`src/hw/rtl/d8lq_pkg.sv`:
```
package d8lq_pkg;

    localparam int NDIM            = 8;
    localparam int IDX_W           = $clog2(NDIM);
    localparam int OUT_W           = 9;
    localparam int COORD_WIDTH_DEF = 16;
    localparam int FRAC_BITS_DEF   = 8;

endpackage

```
`src/hw/rtl/d8_lattice_quantizer_top.sv`:
```
// channel | ports                       | direction | request moves
// --------+-----------------------------+-----------+------------------------------
// s_      | s_valid s_ready s_coord_0..7 | in        | one 8-dim fixed-point point
// m_      | m_valid m_ready m_lattice_0..7 | out     | nearest D8 lattice point
//
// Four register stages: round each coordinate, reduce 8->4 errors, reduce 4->1,
// apply the parity step. One request per cycle is sustained while m_ready stays high.
// aresetn (synchronous, active low) clears the stage valid bits only.
// A stall at m_ready holds the output; each stage keeps moving while the stage
// after it has room, so bubbles are filled and nothing is dropped or repeated.
module d8_lattice_quantizer_top #(
    parameter int COORD_WIDTH = d8lq_pkg::COORD_WIDTH_DEF,
    parameter int FRAC_BITS   = d8lq_pkg::FRAC_BITS_DEF
) (
    input  logic                                 aclk,
    input  logic                                 aresetn,
    input  logic                                 s_valid,
    output logic                                 s_ready,
    input  logic signed [COORD_WIDTH-1:0]        s_coord_0,
    input  logic signed [COORD_WIDTH-1:0]        s_coord_1,
    input  logic signed [COORD_WIDTH-1:0]        s_coord_2,
    input  logic signed [COORD_WIDTH-1:0]        s_coord_3,
    input  logic signed [COORD_WIDTH-1:0]        s_coord_4,
    input  logic signed [COORD_WIDTH-1:0]        s_coord_5,
    input  logic signed [COORD_WIDTH-1:0]        s_coord_6,
    input  logic signed [COORD_WIDTH-1:0]        s_coord_7,
    output logic                                 m_valid,
    input  logic                                 m_ready,
    output logic signed [d8lq_pkg::OUT_W-1:0]    m_lattice_0,
    output logic signed [d8lq_pkg::OUT_W-1:0]    m_lattice_1,
    output logic signed [d8lq_pkg::OUT_W-1:0]    m_lattice_2,
    output logic signed [d8lq_pkg::OUT_W-1:0]    m_lattice_3,
    output logic signed [d8lq_pkg::OUT_W-1:0]    m_lattice_4,
    output logic signed [d8lq_pkg::OUT_W-1:0]    m_lattice_5,
    output logic signed [d8lq_pkg::OUT_W-1:0]    m_lattice_6,
    output logic signed [d8lq_pkg::OUT_W-1:0]    m_lattice_7
);
    import d8lq_pkg::*;

    localparam int W   = COORD_WIDTH;
    localparam int F   = FRAC_BITS;
    localparam int AW  = (W > F ? W : F) + 1;
    localparam int MW  = AW - F + 1;
    localparam int ZW  = MW + 1;
    localparam int XW  = (ZW > OUT_W) ? ZW : OUT_W;
    localparam int HALF = NDIM / 2;

    logic signed [W-1:0] cin [NDIM];

    assign cin[0] = s_coord_0;
    assign cin[1] = s_coord_1;
    assign cin[2] = s_coord_2;
    assign cin[3] = s_coord_3;
    assign cin[4] = s_coord_4;
    assign cin[5] = s_coord_5;
    assign cin[6] = s_coord_6;
    assign cin[7] = s_coord_7;

    logic rdy1, rdy2, rdy3, rdy4;

    logic               v1_reg;
    logic signed [ZW-1:0] z1_reg  [NDIM];
    logic signed [ZW-1:0] z1_next [NDIM];
    logic [F-1:0]       ae1_reg  [NDIM];
    logic [F-1:0]       ae1_next [NDIM];
    logic [NDIM-1:0]    ep1_reg, ep1_next;

    logic               v2_reg;
    logic signed [ZW-1:0] z2_reg [NDIM];
    logic [F-1:0]       ae2_reg  [HALF];
    logic [F-1:0]       ae2_next [HALF];
    logic [IDX_W-1:0]   ix2_reg  [HALF];
    logic [IDX_W-1:0]   ix2_next [HALF];
    logic [HALF-1:0]    ep2_reg, ep2_next;
    logic               par2_reg, par2_next;

    logic               v3_reg;
    logic signed [ZW-1:0] z3_reg [NDIM];
    logic [IDX_W-1:0]   ix3_reg, ix3_next;
    logic               ep3_reg, ep3_next;
    logic               par3_reg;

    logic               v4_reg;
    logic signed [OUT_W-1:0] out_reg  [NDIM];
    logic signed [OUT_W-1:0] out_next [NDIM];

    assign rdy4    = !v4_reg || m_ready;
    assign rdy3    = !v3_reg || rdy4;
    assign rdy2    = !v2_reg || rdy3;
    assign rdy1    = !v1_reg || rdy2;
    assign s_ready = rdy1;

    // round half away from zero, error magnitude and sign from the fraction bits
    always_comb begin
        logic          c_neg;
        logic [AW-1:0] ext;
        logic [AW-1:0] a;
        logic [F-1:0]  r;
        logic [MW-1:0] mag;
        logic signed [ZW-1:0] zp;
        for (int i = 0; i < NDIM; i++) begin
            c_neg = cin[i][W-1];
            ext   = AW'(cin[i]);
            a     = c_neg ? (~ext + AW'(1)) : ext;
            r     = a[F-1:0];
            mag   = MW'(a >> F) + MW'(r[F-1]);
            zp    = $signed(ZW'(mag));
            z1_next[i]  = c_neg ? -zp : zp;
            ae1_next[i] = r[F-1] ? (~r + F'(1)) : r;
            ep1_next[i] = c_neg ? r[F-1] : (!r[F-1] && (r != '0));
        end
    end

    // first reduction level, ties keep the lower index
    always_comb begin
        logic p;
        p = 1'b0;
        for (int j = 0; j < HALF; j++) begin
            if (ae1_reg[2*j+1] > ae1_reg[2*j]) begin
                ae2_next[j] = ae1_reg[2*j+1];
                ix2_next[j] = IDX_W'(2*j+1);
                ep2_next[j] = ep1_reg[2*j+1];
            end else begin
                ae2_next[j] = ae1_reg[2*j];
                ix2_next[j] = IDX_W'(2*j);
                ep2_next[j] = ep1_reg[2*j];
            end
        end
        for (int i = 0; i < NDIM; i++) begin
            p = p ^ z1_reg[i][0];
        end
        par2_next = p;
    end

    always_comb begin
        logic [F-1:0]     ae_a, ae_b;
        logic [IDX_W-1:0] ix_a, ix_b;
        logic             ep_a, ep_b;
        if (ae2_reg[1] > ae2_reg[0]) begin
            ae_a = ae2_reg[1]; ix_a = ix2_reg[1]; ep_a = ep2_reg[1];
        end else begin
            ae_a = ae2_reg[0]; ix_a = ix2_reg[0]; ep_a = ep2_reg[0];
        end
        if (ae2_reg[3] > ae2_reg[2]) begin
            ae_b = ae2_reg[3]; ix_b = ix2_reg[3]; ep_b = ep2_reg[3];
        end else begin
            ae_b = ae2_reg[2]; ix_b = ix2_reg[2]; ep_b = ep2_reg[2];
        end
        if (ae_b > ae_a) begin
            ix3_next = ix_b;
            ep3_next = ep_b;
        end else begin
            ix3_next = ix_a;
            ep3_next = ep_a;
        end
    end

    // step the chosen coordinate toward its input when the sum is odd
    always_comb begin
        logic signed [ZW-1:0] zadj;
        logic signed [XW-1:0] zx;
        for (int i = 0; i < NDIM; i++) begin
            zadj = z3_reg[i];
            if (par3_reg && (ix3_reg == IDX_W'(i))) begin
                zadj = ep3_reg ? (z3_reg[i] + ZW'(1)) : (z3_reg[i] - ZW'(1));
            end
            zx = XW'(zadj);
            out_next[i] = zx[OUT_W-1:0];
        end
    end

    always_ff @(posedge aclk) begin
        if (!aresetn) begin
            v1_reg <= 1'b0;
            v2_reg <= 1'b0;
            v3_reg <= 1'b0;
            v4_reg <= 1'b0;
        end else begin
            if (rdy1) v1_reg <= s_valid;
            if (rdy2) v2_reg <= v1_reg;
            if (rdy3) v3_reg <= v2_reg;
            if (rdy4) v4_reg <= v3_reg;
        end
    end

    always_ff @(posedge aclk) begin
        if (rdy1 && s_valid) begin
            z1_reg  <= z1_next;
            ae1_reg <= ae1_next;
            ep1_reg <= ep1_next;
        end
        if (rdy2 && v1_reg) begin
            z2_reg   <= z1_reg;
            ae2_reg  <= ae2_next;
            ix2_reg  <= ix2_next;
            ep2_reg  <= ep2_next;
            par2_reg <= par2_next;
        end
        if (rdy3 && v2_reg) begin
            z3_reg   <= z2_reg;
            ix3_reg  <= ix3_next;
            ep3_reg  <= ep3_next;
            par3_reg <= par2_reg;
        end
        if (rdy4 && v3_reg) begin
            out_reg <= out_next;
        end
    end

    assign m_valid     = v4_reg;
    assign m_lattice_0 = out_reg[0];
    assign m_lattice_1 = out_reg[1];
    assign m_lattice_2 = out_reg[2];
    assign m_lattice_3 = out_reg[3];
    assign m_lattice_4 = out_reg[4];
    assign m_lattice_5 = out_reg[5];
    assign m_lattice_6 = out_reg[6];
    assign m_lattice_7 = out_reg[7];

    a_ready_chain: assert property (@(posedge aclk) disable iff (!aresetn)
        m_ready |-> s_ready)
        else $error("pipeline stalls while output is taken");

    a_reset_empty: assert property (@(posedge aclk)
        $past(!aresetn) |-> !m_valid)
        else $error("output valid right after reset");

    a_even_sum: assert property (@(posedge aclk) disable iff (!aresetn)
        m_valid |-> !(m_lattice_0[0] ^ m_lattice_1[0] ^ m_lattice_2[0] ^ m_lattice_3[0]
                      ^ m_lattice_4[0] ^ m_lattice_5[0] ^ m_lattice_6[0] ^ m_lattice_7[0]))
        else $error("result has odd coordinate sum");

    a_fill: assert property (@(posedge aclk) disable iff (!aresetn)
        (s_valid && s_ready && m_ready) ##1 m_ready ##1 m_ready ##1 m_ready |=> m_valid)
        else $error("request lost in pipeline");

endmodule

```
`config.mk`:
```
export PLATFORM = sky130hd
export DESIGN_NAME = d8_lattice_quantizer_top
export DESIGN_NICKNAME = d
export VERILOG_FILES = /design/src/hw/rtl/d8lq_pkg.sv /design/src/hw/rtl/d8_lattice_quantizer_top.sv
export SDC_FILE = /design/constraint.sdc
export NUM_CORES = 1
export LEC_CHECK = 0
export BUFFER_PORTS_ARGS = -buffer_cell sky130_fd_sc_hd__buf_4
export CAP_MARGIN = 30
export CORE_MARGIN = 2
export CORE_UTILIZATION = 55
export DETAILED_ROUTE_END_ITERATION = 6
export PLACE_DENSITY_LB_ADDON = 0.2
export SETUP_SLACK_MARGIN = 0.3
export SLEW_MARGIN = 20
export SYNTH_ARGS = -nofsm -noshare
export SYNTH_HDL_FRONTEND = slang
export SYNTH_SLANG_ARGS = --single-unit
```
`constraint.sdc`:
```
create_clock -name aclk -period 10 [get_ports aclk]
set_clock_uncertainty 0.15 [all_clocks]
set_input_delay 1.5 -clock aclk [delete_from_list [all_inputs] [get_ports aclk]]
set_output_delay 1.5 -clock aclk [all_outputs]
set_load 0.01 [all_outputs]
```
==> parameters.txt <==
Parameter                              Value

Die
  Vertical die dimension ... 215.9 um
  Die area ... 46,620 sq um
  Chip width ... 215.9 um
  Std-Cell Rows ... 77
  Core footprint ... 44,320 sq um
  I/O Pins ... 206
  Initial standard-cell utilization of the core ... 0.5573

Logic synthesis
  FFs w/ async S/R, synth ... 0
  Total nets after synthesis ... 2,537
  Gate count of the mapped netlist ... 2,245
  Area share of the leading cell type in the synthesized netlist ... 0.4936
  Part of the Yosys area used for sequential elements ... 0.4969
  Distinct cell type count of the synthesized netlist ... 86
  Cell area after technology mapping ... 24,700 sq um
  Mean cell area of the mapped netlist ... 11.00 sq um
  Primary FF master, synth ... sky130_fd_sc_hd__edfxtp_1
  Top area cells in the synthesized netlist ... sky130_fd_sc_hd__edfxtp_1 (49%), sky130_fd_sc_hd__ha_1 (7.7%), sky130_fd_sc_hd__xnor2_1 (7.4%)
  Number of synthesized flops with an enable pin ... 406
  Number of synthesized register bits ... 410
  Number of synthesis warnings ... 0
  Cell taking the most area after synthesis ... sky130_fd_sc_hd__edfxtp_1

Worst setup path
  Type of the worst setup path ... input port to register
  Critical R2R Launch ... ae2_reg[9]
  Critical path required time ... 10,140 ps
  Critical R2R Capture ... ep3_reg
  Sort of element at the end of the critical path ... register
  Cell count of the worst reg-to-reg path ... 20
  Highest net fanout along the worst path ... 10
  Setup slack on the worst flop-to-flop path ... 5920 ps
  CP startpoint kind ... input port
  Arrival time at the worst endpoint ... 5120 ps

CTS
  Longest Clk Path Bufs ... 3
  Total setup buffers inserted after CTS ... 0
  Clock root buffer ... sky130_fd_sc_hd__clkbuf_16
  Number of clock sinks ... 410
  TritonCTS buffer count ... 43
  Htree depth ... 2
  Clock transition at the registers of the reported paths ... 70 ps
  CTS hold repair buffers ... 0
  TritonCTS clock tree ... built
  Number of gates resized after cts ... 0
  Insertion delay of the later-clocked pin in the worst-skew pair ... 560 ps

Detailed routing
  Detailed-route DRC error count ... 0
  Detail-routed net length per standard cell ... 16.87 um
  Length of the first detailed-routing pass in iterations ... 6
  Mean number of vias per cell ... 5.633
  Drt initial violations ... 961
  Antenna-violating nets left ... 0
  Vias post-DR ... 17,190
  Final wirelength ... 51,490 um

Timing
  Time the worst path needs with I/O delays and setup ... 4978 ps
  Number of setup violations in the final report ... 0
  Slew @ Worst Pin ... 917.8 ps
  Final period util ... 0.4978
  Slew HR ... 0.3881
  RSZ-0062 raised after global routing ... no
  Number of max-slew violations in the final report ... 0
  Fmax ... 0.2009 GHz
  Sum of negative setup slack ... 0 ps
  Final hold viol count ... 0

Layout
  Net total in the final layout ... 2,720
  Top library cells by usage in the layout, fill and taps aside ... sky130_fd_sc_hd__edfxtp_1 (406), sky130_fd_sc_hd__buf_4 (217), sky130_fd_sc_hd__xnor2_1 (208), sky130_fd_sc_hd__nand2_1 (201), sky130_fd_sc_hd__ha_1 (152)
  Most common cell after layout, fill and taps aside ... sky130_fd_sc_hd__edfxtp_1
  Antenna diode count ... 0
  Final core area utilization ... 0.6388
  Share of layout cells above drive strength 1 ... 0.1508
  Area added between synthesis and finish ... 14.61%

Hold path
  Critical hold path startpoint ... z2_reg[83]
  Classification of the worst-slack hold path ... register to register
  Sink of the worst hold path ... z3_reg[83]
  Hold path depth ... 0

GRT
  Vias in the first global route ... 16,790
  Overflow left after global routing ... 0
  All-layer global routing usage ... 0.2189
  Wire length of the first global-routing pass ... 82,830 um
  Antenna violations before repair ... 0
  Largest net degree at the start of global routing ... 78

Power and ir drop
  Worst vdd ir ... 0.0001226 V
  P_leak ... 11.02 nW
  Cell Pwr Density ... 161.4 nW/um^2

Placement
  Total of buffers placed on input and output ports ... 205
  Detail Placement HPWL ... 38,050 um
  Gpl congestion ... 0.9122

Run
  Number of max-cap violations ... 0

Run status
  Result of the run ... finished clean
## report_power, final
| group | internal [mW] | switching (mW) | total [mW] |
|---|---|---|---|
| sequential | 2.07 | 0.0536 | 2.12 |
| combinational | 0.348 | 0.455 | 0.804 |
| clock | 0.999 | 0.644 | 1.64 |
## worst max-delay path by stage
stage	startpoint	to	cells after the start
final	s_coord_4[3]	z1_reg[38]	15
after global routing	s_coord_4[3]	z1_reg[38]	15
after CTS	s_coord_4[3]	z1_reg[38]	15
after detailed placement	s_coord_4[3]	z1_reg[38]	15
after global placement	s_coord_4[3]	z1_reg[38]	15
after floorplan	m_ready	ae2_reg[0]	3
## per-stage QoR
stage	instances	hold slack (ps)	cell area (sq um)	worst slack (ps)	power, mW
CTS	3047	259.3	28230	5139	4.614
detailed placement	2970	254.5	26760	4583	2.957
floorplan	2245	250.3	24700	2082	2.727
finish	3052	258.3	28310	5022	4.570
global placement	2968	250.4	26730	4780	2.927
global route	3052	263.5	28310	4792	4.787
## cell families after synthesis
logic type / synth area share
AOI/OAI and AO/OA: 0.1212
xor gates and xnor gates: 0.1113
adders and majority gates: 0.08349
buffers and inverters: 0.03759
DFF: 0.4969
muxes: 0.03247
and+or+nand+nor: 0.1171
## worst max-delay path: stages
cell                      delay (ps)
sky130_fd_sc_hd__buf_4           150
sky130_fd_sc_hd__nor4_2          620
sky130_fd_sc_hd__nand2_1         200
sky130_fd_sc_hd__o21ai_0         240
sky130_fd_sc_hd__xor2_1          320
sky130_fd_sc_hd__inv_1           170
sky130_fd_sc_hd__ha_1            300
sky130_fd_sc_hd__ha_1            250
sky130_fd_sc_hd__xnor2_1         150
sky130_fd_sc_hd__xnor2_1         320
sky130_fd_sc_hd__nand3_1         180
sky130_fd_sc_hd__nor3b_2         300
sky130_fd_sc_hd__xor2_1          180
sky130_fd_sc_hd__nor2_1           70
sky130_fd_sc_hd__xnor2_1         150
## cells in the mapped netlist, types with 11 or more instances
master / count
sky130_fd_sc_hd__nand4_1: 33
sky130_fd_sc_hd__mux2i_1: 28
sky130_fd_sc_hd__mux2_2: 45
sky130_fd_sc_hd__nand2_1: 201
sky130_fd_sc_hd__and3_1: 15
sky130_fd_sc_hd__nand3_1: 56
sky130_fd_sc_hd__xor2_1: 104
sky130_fd_sc_hd__a21oi_1: 124
sky130_fd_sc_hd__clkbuf_1: 71
sky130_fd_sc_hd__nor2b_1: 22
sky130_fd_sc_hd__nor4_1: 13
sky130_fd_sc_hd__or3_1: 19
sky130_fd_sc_hd__a41oi_1: 11
sky130_fd_sc_hd__xnor2_1: 208
sky130_fd_sc_hd__a21o_1: 26
sky130_fd_sc_hd__o31ai_1: 32
sky130_fd_sc_hd__o21ai_0: 149
sky130_fd_sc_hd__nor3_1: 31
sky130_fd_sc_hd__o21bai_1: 34
sky130_fd_sc_hd__nor2_1: 99
sky130_fd_sc_hd__a31oi_1: 18
sky130_fd_sc_hd__ha_1: 152
sky130_fd_sc_hd__edfxtp_1: 406
sky130_fd_sc_hd__or4_1: 12
sky130_fd_sc_hd__nand2b_1: 20
sky130_fd_sc_hd__inv_1: 146
## per-layer routing
metal | vias to the layer above | GRT usage | share of wire
li1 | 8555 | - | -
met5 | - | 0 | 0
met4 | 0 | 0.08059 | 0.026
met2 | 398 | 0.3829 | 0.50
met3 | 87 | 0.03298 | 0.046
met1 | 8153 | 0.2756 | 0.43
## final cells by class
type / count / area, sq um
tap: 592 / 740.7
inverter: 148 / 555.5
clock buffer: 46 / 1087
timing repair buffer: 223 / 1733
sequential: 410 / 12270
fill: 3518 / 16010
clock inverter: 31 / 380.4
multi-input combinational: 1602 / 11540
Power figures use the tool's default switching activity.
